==> src/rtl/ylr_pkg.sv <==
// Shared types and constants of the YUV420 semi-planar line rasterizer.
// Used by the register block, the controller, the datapath and the top level.
package ylr_pkg;

  // Default coordinate width
  localparam int unsigned COORD_BITS_DEF = 12;

  // Fixed field widths
  localparam int unsigned DIM_W      = 12;
  localparam int unsigned STRIDE_W   = 13;
  localparam int unsigned OFF_W      = 25;
  localparam int unsigned CFG_IDX_W  = 3;
  localparam int unsigned CFG_DATA_W = 13;

  // Result stream: valid, luma offset, luma pair, chroma offset, chroma next row
  localparam int unsigned OUT_FIELDS_W = 2 * OFF_W + 3;
  localparam int unsigned OUT_TDATA_W  = ((OUT_FIELDS_W + 7) / 8) * 8;

  // Register indexes
  localparam logic [CFG_IDX_W-1:0] REG_IMAGE_WIDTH   = 3'd0;
  localparam logic [CFG_IDX_W-1:0] REG_IMAGE_HEIGHT  = 3'd1;
  localparam logic [CFG_IDX_W-1:0] REG_LUMA_STRIDE   = 3'd2;
  localparam logic [CFG_IDX_W-1:0] REG_CHROMA_STRIDE = 3'd3;
  localparam logic [CFG_IDX_W-1:0] REG_DRAW_LUMA     = 3'd4;
  localparam logic [CFG_IDX_W-1:0] REG_DRAW_CB       = 3'd5;
  localparam logic [CFG_IDX_W-1:0] REG_DRAW_CR       = 3'd6;

  // Register reset values
  localparam logic [DIM_W-1:0]    RST_IMAGE_WIDTH   = 12'd1920;
  localparam logic [DIM_W-1:0]    RST_IMAGE_HEIGHT  = 12'd1080;
  localparam logic [STRIDE_W-1:0] RST_LUMA_STRIDE   = 13'd1920;
  localparam logic [STRIDE_W-1:0] RST_CHROMA_STRIDE = 13'd1920;

  // Input item kinds
  localparam logic KIND_LOAD = 1'b0;
  localparam logic KIND_STEP = 1'b1;

  // Addressing configuration seen by the datapath
  typedef struct packed {
    logic [DIM_W-1:0]    image_width;
    logic [DIM_W-1:0]    image_height;
    logic [STRIDE_W-1:0] luma_stride;
    logic [STRIDE_W-1:0] chroma_stride;
  } cfg_t;

  // Controller to datapath
  typedef struct packed {
    logic load;     // capture a new segment
    logic step;     // produce one result
    logic walking;  // a segment is active
  } cmd_t;

  // Datapath to controller
  typedef struct packed {
    logic at_end;   // walk position sits on the segment end
  } stat_t;

endpackage

==> src/rtl/ylr_cfg_regs.sv <==
// Configuration register file of the line rasterizer.
// Depends on ylr_pkg for register indexes, reset values and cfg_t.
module ylr_cfg_regs import ylr_pkg::*; (
  input  logic                  clk_i,
  input  logic                  rst_ni,
  input  logic                  cfg_we_i,
  input  logic [CFG_IDX_W-1:0]  cfg_index_i,
  input  logic [CFG_DATA_W-1:0] cfg_data_i,
  output cfg_t                  cfg_o
);

  cfg_t cfg_q;

  // Register writes; drawing bytes are applied by the pixel writer, not here
  always_ff @(posedge clk_i or negedge rst_ni) begin
    if (!rst_ni) begin
      cfg_q.image_width   <= RST_IMAGE_WIDTH;
      cfg_q.image_height  <= RST_IMAGE_HEIGHT;
      cfg_q.luma_stride   <= RST_LUMA_STRIDE;
      cfg_q.chroma_stride <= RST_CHROMA_STRIDE;
    end else if (cfg_we_i) begin
      unique case (cfg_index_i) inside
        REG_IMAGE_WIDTH:   cfg_q.image_width   <= cfg_data_i[DIM_W-1:0];
        REG_IMAGE_HEIGHT:  cfg_q.image_height  <= cfg_data_i[DIM_W-1:0];
        REG_LUMA_STRIDE:   cfg_q.luma_stride   <= cfg_data_i[STRIDE_W-1:0];
        REG_CHROMA_STRIDE: cfg_q.chroma_stride <= cfg_data_i[STRIDE_W-1:0];
        REG_DRAW_LUMA, REG_DRAW_CB, REG_DRAW_CR: ;
        default: ;
      endcase
    end
  end

  assign cfg_o = cfg_q;

endmodule

==> src/rtl/ylr_ctrl.sv <==
// Controller of the line rasterizer: segment state and output handshake.
// Depends on ylr_pkg for cmd_t, stat_t and the item kinds.
module ylr_ctrl import ylr_pkg::*; (
  input  logic  clk_i,
  input  logic  rst_ni,
  input  logic  in_valid_i,
  input  logic  in_kind_i,
  output logic  in_ready_o,
  output logic  out_valid_o,
  input  logic  out_ready_i,
  input  stat_t stat_i,
  output cmd_t  cmd_o
);

  typedef enum logic {
    ST_IDLE,
    ST_WALK
  } state_e;

  state_e state_q, state_d;
  logic   out_valid_q, out_valid_d;
  logic   accept;

  // Output register empty or draining this cycle
  assign in_ready_o = !out_valid_q || out_ready_i;
  assign accept     = in_valid_i && in_ready_o;

  assign cmd_o.load    = accept && (in_kind_i == KIND_LOAD);
  assign cmd_o.step    = accept && (in_kind_i == KIND_STEP);
  assign cmd_o.walking = (state_q == ST_WALK);

  // Next state
  always_comb begin
    state_d = state_q;
    unique case (state_q)
      ST_IDLE: begin
        if (cmd_o.load) state_d = ST_WALK;
      end
      ST_WALK: begin
        if (cmd_o.step && stat_i.at_end) state_d = ST_IDLE;
      end
      default: state_d = ST_IDLE;
    endcase
  end

  // Result pending flag
  always_comb begin
    out_valid_d = out_valid_q;
    if (cmd_o.step)       out_valid_d = 1'b1;
    else if (out_ready_i) out_valid_d = 1'b0;
  end

  always_ff @(posedge clk_i or negedge rst_ni) begin
    if (!rst_ni) begin
      state_q     <= ST_IDLE;
      out_valid_q <= 1'b0;
    end else begin
      state_q     <= state_d;
      out_valid_q <= out_valid_d;
    end
  end

  assign out_valid_o = out_valid_q;

endmodule

==> src/rtl/ylr_datapath.sv <==
// Datapath of the line rasterizer: segment setup, incremental DDA, address
// generation and the result register. Depends on ylr_pkg.
module ylr_datapath import ylr_pkg::*; #(
  parameter int unsigned COORD_BITS = COORD_BITS_DEF
) (
  input  logic                                         clk_i,
  input  cmd_t                                         cmd_i,
  input  cfg_t                                         cfg_i,
  input  logic [((4*COORD_BITS+7)/8)*8-1:0]            in_tdata_i,
  output stat_t                                        stat_o,
  output logic [OUT_TDATA_W-1:0]                       res_tdata_o,
  output logic                                         res_tlast_o
);

  localparam int unsigned CB   = COORD_BITS;
  localparam int unsigned CMPW = (CB > DIM_W) ? CB : DIM_W;
  // Product width covers both the full product and the offset field
  localparam int unsigned PW   = (STRIDE_W + CB > OFF_W) ? STRIDE_W + CB : OFF_W;

  // Endpoint fields
  logic [CB-1:0] ax, ay, bx, by;
  assign ax = in_tdata_i[CB-1:0];
  assign ay = in_tdata_i[2*CB-1:CB];
  assign bx = in_tdata_i[3*CB-1:2*CB];
  assign by = in_tdata_i[4*CB-1:3*CB];

  // Segment setup
  logic signed [CB:0]   dx, dy, steep_frac;
  logic [CB:0]          adx_w, ady_w;
  logic [CB-1:0]        adx, ady, sx, ex, ymin, ymax, flat_frac;
  logic [CB+1:0]        three_adx;
  logic                 steep, a_first, ge1, ge2;
  logic [1:0]           flat_inc;

  always_comb begin
    dx        = $signed({1'b0, ax}) - $signed({1'b0, bx});
    dy        = $signed({1'b0, ay}) - $signed({1'b0, by});
    adx_w     = dx[CB] ? $unsigned(-dx) : $unsigned(dx);
    ady_w     = dy[CB] ? $unsigned(-dy) : $unsigned(dy);
    adx       = adx_w[CB-1:0];
    ady       = ady_w[CB-1:0];
    three_adx = {2'b00, adx} + {1'b0, adx, 1'b0};
    steep     = (adx == '0) || ({2'b00, ady} >= three_adx);
    // Walk starts at the endpoint of smaller y; ties start at B
    a_first   = ay < by;
    sx        = a_first ? ax : bx;
    ex        = a_first ? bx : ax;
    ymin      = a_first ? ay : by;
    ymax      = a_first ? by : ay;
    // Flat slope |dy|/|dx| is below 3: integer part by compare and subtract
    ge2       = {1'b0, ady} >= {adx, 1'b0};
    ge1       = ady >= adx;
    if (ge2) begin
      flat_inc  = 2'd2;
      flat_frac = ady - {adx[CB-2:0], 1'b0};
    end else if (ge1) begin
      flat_inc  = 2'd1;
      flat_frac = ady - adx;
    end else begin
      flat_inc  = 2'd0;
      flat_frac = ady;
    end
    steep_frac = $signed({1'b0, ex}) - $signed({1'b0, sx});
  end

  // Walk state: major axis position, minor coordinate as quotient/remainder
  logic [CB-1:0]      walk_q, walk_d, endp_q, endp_d, minor_q, minor_d;
  logic [CB-1:0]      rem_q, rem_d, den_q, den_d;
  logic [1:0]         inc_q, inc_d;
  logic signed [CB:0] frac_q, frac_d;
  logic               steep_q, steep_d, down_q, down_d;

  logic signed [CB+1:0] rem_sum, den_s, rem_next;
  logic [CB-1:0]        minor_inc, minor_next;
  logic                 at_end;

  assign at_end        = (walk_q == endp_q);
  assign stat_o.at_end = at_end;

  // One DDA step: add the fractional slope, correct once
  always_comb begin
    rem_sum   = $signed({2'b00, rem_q}) + $signed({frac_q[CB], frac_q});
    den_s     = $signed({2'b00, den_q});
    minor_inc = minor_q + CB'(inc_q);
    if (rem_sum >= den_s) begin
      rem_next   = rem_sum - den_s;
      minor_next = minor_inc + CB'(1);
    end else if (rem_sum < 0) begin
      rem_next   = rem_sum + den_s;
      minor_next = minor_inc - CB'(1);
    end else begin
      rem_next   = rem_sum;
      minor_next = minor_inc;
    end
  end

  // Next walk state
  always_comb begin
    walk_d  = walk_q;
    endp_d  = endp_q;
    minor_d = minor_q;
    rem_d   = rem_q;
    den_d   = den_q;
    inc_d   = inc_q;
    frac_d  = frac_q;
    steep_d = steep_q;
    down_d  = down_q;
    if (cmd_i.load) begin
      steep_d = steep;
      down_d  = !steep && (sx > ex);
      walk_d  = steep ? ymin : sx;
      endp_d  = steep ? ymax : ex;
      minor_d = steep ? sx : ymin;
      rem_d   = '0;
      // A single-point segment gets a unit denominator
      den_d   = steep ? ((ady == '0) ? CB'(1) : ady) : adx;
      inc_d   = steep ? 2'd0 : flat_inc;
      frac_d  = steep ? steep_frac : $signed({1'b0, flat_frac});
    end else if (cmd_i.step && cmd_i.walking && !at_end) begin
      walk_d  = down_q ? (walk_q - CB'(1)) : (walk_q + CB'(1));
      minor_d = minor_next;
      rem_d   = rem_next[CB-1:0];
    end
  end

  always_ff @(posedge clk_i) begin
    walk_q  <= walk_d;
    endp_q  <= endp_d;
    minor_q <= minor_d;
    rem_q   <= rem_d;
    den_q   <= den_d;
    inc_q   <= inc_d;
    frac_q  <= frac_d;
    steep_q <= steep_d;
    down_q  <= down_d;
  end

  // Pixel coordinates and bounds
  logic [CB-1:0]    x, y, y_half;
  logic [CMPW-1:0]  x_c, y_c, w_c, h_c;
  logic [CMPW:0]    x_p1, w_p;
  logic             x_in, y_in, x_pair, valid, pair;

  always_comb begin
    x      = steep_q ? minor_q : walk_q;
    y      = steep_q ? walk_q : minor_q;
    y_half = y >> 1;
    x_c    = CMPW'(x);
    y_c    = CMPW'(y);
    w_c    = CMPW'(cfg_i.image_width);
    h_c    = CMPW'(cfg_i.image_height);
    x_p1   = (CMPW+1)'(x) + (CMPW+1)'(1);
    w_p    = (CMPW+1)'(cfg_i.image_width);
    x_in   = x_c < w_c;
    y_in   = y_c < h_c;
    x_pair = x_p1 < w_p;
    valid  = steep_q ? y_in : (x_in && y_in);
    pair   = steep_q && y_in && x_pair;
  end

  // Plane offsets
  logic [PW-1:0]    luma_prod, chroma_prod;
  logic [OFF_W-1:0] luma_off, chroma_off;

  always_comb begin
    luma_prod   = PW'(cfg_i.luma_stride) * PW'(y);
    chroma_prod = PW'(cfg_i.chroma_stride) * PW'(y_half);
    luma_off    = valid ? (luma_prod[OFF_W-1:0] + OFF_W'(x)) : '0;
    chroma_off  = valid ? (chroma_prod[OFF_W-1:0] + OFF_W'({x[CB-1:1], 1'b0})) : '0;
  end

  // Result register; an idle step reports an invalid final write
  logic [OUT_TDATA_W-1:0] res_tdata_q;
  logic                   res_tlast_q;

  always_ff @(posedge clk_i) begin
    if (cmd_i.step) begin
      if (cmd_i.walking) begin
        res_tdata_q <= {{(OUT_TDATA_W-OUT_FIELDS_W){1'b0}},
                        pair, chroma_off, pair, luma_off, valid};
        res_tlast_q <= at_end;
      end else begin
        res_tdata_q <= '0;
        res_tlast_q <= 1'b1;
      end
    end
  end

  assign res_tdata_o = res_tdata_q;
  assign res_tlast_o = res_tlast_q;

endmodule

==> src/rtl/yuv420sp_line_rasterizer_unit.sv <==
// Top level of the YUV420 semi-planar line rasterizer.
// Depends on ylr_pkg, ylr_cfg_regs, ylr_ctrl and ylr_datapath.
//
// A kind 0 transaction loads a segment and gives no result; each kind 1
// transaction gives one pixel write of that segment (luma and chroma byte
// offsets plus pair flags), tlast marking the final pixel, or an invalid write
// with tlast set when no segment is active. The block takes one transaction
// per clock unless the result side stalls: the minor coordinate is carried
// as a quotient and remainder that one add and one compare advance each step,
// and a single output register holds the result while tready passes straight
// back to the input, so a new item is taken in the cycle the previous result
// leaves. Each result is registered. There is no clearing pass after reset.
module yuv420sp_line_rasterizer_unit import ylr_pkg::*; #(
  parameter int unsigned COORD_BITS = COORD_BITS_DEF
) (
  input  logic                                 clk_i,
  input  logic                                 rst_ni,
  // Configuration writes
  input  logic                                 cfg_we_i,
  input  logic [CFG_IDX_W-1:0]                 cfg_index_i,
  input  logic [CFG_DATA_W-1:0]                cfg_data_i,
  // Input stream
  input  logic                                 s_axis_tvalid,
  output logic                                 s_axis_tready,
  // point_a_x, point_a_y, point_b_x, point_b_y, zero fill
  input  logic [((4*COORD_BITS+7)/8)*8-1:0]    s_axis_tdata,
  // kind
  input  logic                                 s_axis_tuser,
  // Result stream
  output logic                                 m_axis_tvalid,
  input  logic                                 m_axis_tready,
  // write_valid, luma_offset, luma_pair, chroma_offset, chroma_next_row, zero fill
  output logic [OUT_TDATA_W-1:0]               m_axis_tdata,
  output logic                                 m_axis_tlast
);

  cfg_t  cfg;
  cmd_t  cmd;
  stat_t stat;

  ylr_cfg_regs u_cfg (
    .clk_i       (clk_i),
    .rst_ni      (rst_ni),
    .cfg_we_i    (cfg_we_i),
    .cfg_index_i (cfg_index_i),
    .cfg_data_i  (cfg_data_i),
    .cfg_o       (cfg)
  );

  ylr_ctrl u_ctrl (
    .clk_i       (clk_i),
    .rst_ni      (rst_ni),
    .in_valid_i  (s_axis_tvalid),
    .in_kind_i   (s_axis_tuser),
    .in_ready_o  (s_axis_tready),
    .out_valid_o (m_axis_tvalid),
    .out_ready_i (m_axis_tready),
    .stat_i      (stat),
    .cmd_o       (cmd)
  );

  ylr_datapath #(
    .COORD_BITS (COORD_BITS)
  ) u_datapath (
    .clk_i       (clk_i),
    .cmd_i       (cmd),
    .cfg_i       (cfg),
    .in_tdata_i  (s_axis_tdata),
    .stat_o      (stat),
    .res_tdata_o (m_axis_tdata),
    .res_tlast_o (m_axis_tlast)
  );

endmodule

==> config.mk <==
export PLATFORM = sky130hd
export DESIGN_NAME = yuv420sp_line_rasterizer_unit
export DESIGN_NICKNAME = d
export VERILOG_FILES = /design/src/rtl/ylr_pkg.sv /design/src/rtl/ylr_cfg_regs.sv /design/src/rtl/ylr_ctrl.sv /design/src/rtl/ylr_datapath.sv /design/src/rtl/yuv420sp_line_rasterizer_unit.sv
export SDC_FILE = /design/constraint.sdc
export NUM_CORES = 1
export LEC_CHECK = 0
export BUFFER_PORTS_ARGS = -buffer_cell sky130_fd_sc_hd__buf_4
export CAP_MARGIN = 10
export CORE_MARGIN = 1
export CORE_UTILIZATION = 45
export CTS_CLUSTER_DIAMETER = 50
export DETAILED_ROUTE_END_ITERATION = 16
export PLACE_DENSITY = 0.68
export SLEW_MARGIN = 20
export SYNTH_ARGS = -nofsm -noshare
export SYNTH_HDL_FRONTEND = slang
export SYNTH_HIERARCHICAL = 1
export SYNTH_SLANG_ARGS = --single-unit
==> constraint.sdc <==
create_clock -name clk_i -period 8.91 [get_ports clk_i]
set_clock_uncertainty 0.2 [all_clocks]
set_input_delay 1.3365 -clock clk_i [delete_from_list [all_inputs] [get_ports clk_i]]
set_output_delay 1.3365 -clock clk_i [all_outputs]
set_load 0.02 [all_outputs]
==> flow_metrics.tcl <==
set metrics [dict create \
    via_per_inst 5.80 \
    num_vias 21919 \
    reg2reg_from "u_datapath/steep_q$_DFFE_PP_" \
    ant_nets 0 \
    ys_seq_area_share_pct 19.3 \
    r2r_slack_ps 1180 \
    drtIter0Drc 2055 \
    cts.htree.levels 4 \
    setup_viol 0 \
    fin_crit_sh_pct 93.7 \
    drv_slew 0 \
    first_pass_iters 6 \
    outcome "finished, final reports clean" \
    synth_seq_cells 182 \
    place_ws_ps 129 \
    maxSlewHeadroom_pct 25.7 \
    dieArea_sq_um 59700 \
    pin_count 129 \
    place_hpwl_mm 60.2 \
    ys_warn_count 6 \
    numCtsBuffers 17 \
    clockBufferDepth 2 \
    die_w_um 244 \
    holdBufCountCts 0 \
    hold_viol_final 0 \
    rows 88 \
    port_buffers 125 \
    setup_slack_ps 565 \
    grt_util_all_layers_pct 25.7 \
    cp.arrival_ps 8370 \
    max_stage_delay_ps 460 \
    core_sq_um 57900 \
    route.detailed.drc 0 \
    syn2layout_area_growth_pct 8.38 \
    timing.max_cap.violations 0 \
    synth_top_area_share_pct 18.3 \
    root_buffer "clkbuf_16" \
    avgRoutedWirePerCell_um 20.2 \
    path_clk_slew_ps 70 \
    cp.required_ps 8940 \
    crit_path_end "u_datapath/den_q[0]$_DFFE_PP_" \
    ys.flop_type "edfxtp_1" \
    worst_path_max_delay_cell "o211ai_1" \
    initial_core_util_pct 45.6 \
    reg2reg_depth 20 \
    clk_latency_ps 500 \
    crit_type "primary input to flip-flop" \
    antenna_found_initial 0 \
    postSynthAreaPerCell_sq_um 8.97 \
    fin_nets 3605 \
    fillers 5432 \
    async_flop_share_pct 28.6 \
    dpl.cell_count 3748 \
    cts_resized 0 \
    synth_cell_types 113 \
    synth-edff-count 118 \
    clkSinkCount 182 \
    hp-class "flip-flop to flip-flop" \
    drive_gt1_share_pct 11.5 \
    routed_wl_mm 76.4 \
    chipHeight_um 244 \
    gp_congestion 0.931 \
    rsz0062_at_grt "no" \
    grt_pass1_wl_mm 119 \
    cts_tree "done" \
    grt_max_degree 56 \
    timing.rr.end "u_datapath/res_tdata_o[51]$_SDFFCE_PN0P_" \
    worstPathMaxFanout 31 \
    setup_tns_ps 0 \
    yosys.area.top_type "fa_1" \
    post_cts_buffers 0 \
    syn_area_sq_um 26400 \
    timing.critical_path.to_type "flip-flop" \
    final_cells 3780 \
    synth_area_leaders "fa_1, ha_1, edfxtp_1, inv_1, nand2_1" \
    max_freq_mhz 120 \
    cp-startpoint "s_axis_tdata[0]" \
    grt_overflow 0 \
    post-route-min-period_ps 8350 \
    tightest_slew_ps 1110 \
    crit_path_start_kind "primary input" \
    n_antenna_cell 0 \
    first_global_vias 21849 \
    netlist_instances 2945 \
]
-- how the worst min path moves through the flow --
stage	slack, ps	start	to	depth (start not counted)
final	270	u_datapath/rem_q[6]$_SDFFE_PP0P_	u_datapath/rem_q[6]$_SDFFE_PP0P_	2
after global routing	280	u_datapath/rem_q[6]$_SDFFE_PP0P_	u_datapath/rem_q[6]$_SDFFE_PP0P_	2
after CTS	270	u_datapath/rem_q[7]$_SDFFE_PP0P_	u_datapath/rem_q[7]$_SDFFE_PP0P_	2
after detailed placement	260	u_datapath/rem_q[6]$_SDFFE_PP0P_	u_datapath/rem_q[6]$_SDFFE_PP0P_	2
after global placement	250	u_datapath/rem_q[9]$_SDFFE_PP0P_	u_datapath/rem_q[9]$_SDFFE_PP0P_	2
after floorplan	240	u_datapath/rem_q[4]$_SDFFE_PP0P_	u_datapath/rem_q[4]$_SDFFE_PP0P_	2
-- area by class of cell --
type                    instances  area (sq um)  area share (%)
flip-flops and latches        182          5100            17.8
clock inverters                11          88.8           0.310
well taps                     765           957            3.34
clock buffers                  21           472            1.65
multi-input cells            2240         19300            67.3
inverters                     395          1490            5.19
repair buffers                166          1250            4.35
-- cells in the mapped netlist, types with 14 or more instances --
cell and number:
a211oi_1 24, a21o_1 48, a21oi_1 180, a31oi_1 27, and2_1 108, and3_1 22, clkbuf_1 95, dfrtp_1 36
dfstp_2 16, edfxtp_1 118, fa_1 242, ha_1 291, inv_1 392, mux2_2 59, mux2i_1 33, nand2_1 332
nand2b_1 23, nand3_1 47, nor2_1 146, nor2b_1 26, nor3_1 41, o211ai_1 18, o21a_1 34, o21ai_0 85
o21bai_1 21, o22ai_1 20, or3_1 14, xnor2_1 92, xor2_1 61
-- routing by layer --
metal | GRT usage (%) | vias up | share of wire, %
met5 | 0 | - | 0
met4 | 10.7 | 0 | 3.7
met3 | 4.50 | 167 | 7.7
met2 | 41.1 | 912 | 45
met1 | 34.3 | 10722 | 43
li1 | - | 10118 | -
-- through the flow --
| step | cell area, sq um | hold slack [ps] | utilization [%] |
|---|---|---|---|
| detailed placement | 28100 | 257 | 48.5 |
| floorplan | 26400 | 236 | - |
| global route | 28600 | 283 | 49.5 |
| global placement | 28100 | 248 | 48.5 |
| CTS | 28600 | 268 | 49.5 |
| finish | 28600 | 267 | 49.5 |
-- critical path, delay by kind of cell --
family	cells	cell delay, ps
AOI/OAI and AO/OA	13	3650
xor gates and xnor gates	1	130
adders and majority gates	5	1510
buffers and inverters	6	890
muxes	1	260
and+or+nand+nor	5	560
-- cells in the final DEF (no fill, tap or decap), types with 40 or more instances in the layout --
cell type,instances
nor2_1,145
xnor2_1,92
edfxtp_1,118
mux2_2,59
a21o_1,48
nand2_1,331
nor3_1,40
fa_1,242
and2_1,108
ha_1,291
a21oi_1,180
o21ai_0,85
nand3_1,47
inv_1,392
xor2_1,61
buf_4,166
-- flip-flops by register name (all words and copies together), names as in the netlist --
signal and count:
u_datapath/steep_q 1, u_datapath/walk_q 12, u_cfg/cfg_o 50, u_datapath/minor_q 12
u_ctrl/out_valid_o 1, u_datapath/res_tlast_o 1, u_datapath/down_q 1, u_datapath/endp_q 12
u_ctrl/state_q 1, u_datapath/rem_q 12, u_datapath/frac_q 13, u_datapath/den_q 12
u_datapath/res_tdata_o 52, u_datapath/inc_q 2
-- logic make-up after synthesis --
logic type / share of synthesized area (%)
AOI/OAI and AO/OA: 15.3
other: 0.0142
and+or+nand+nor: 15.3
muxes: 4.43
buffers and inverters: 7.89
xor gates and xnor gates: 5.40
DFF: 19.3
adders and majority gates: 32.3
Power is left out: the tool's default activity adds up to more than one toggle a clock period on the data nets, which glitch-free logic cannot reach.
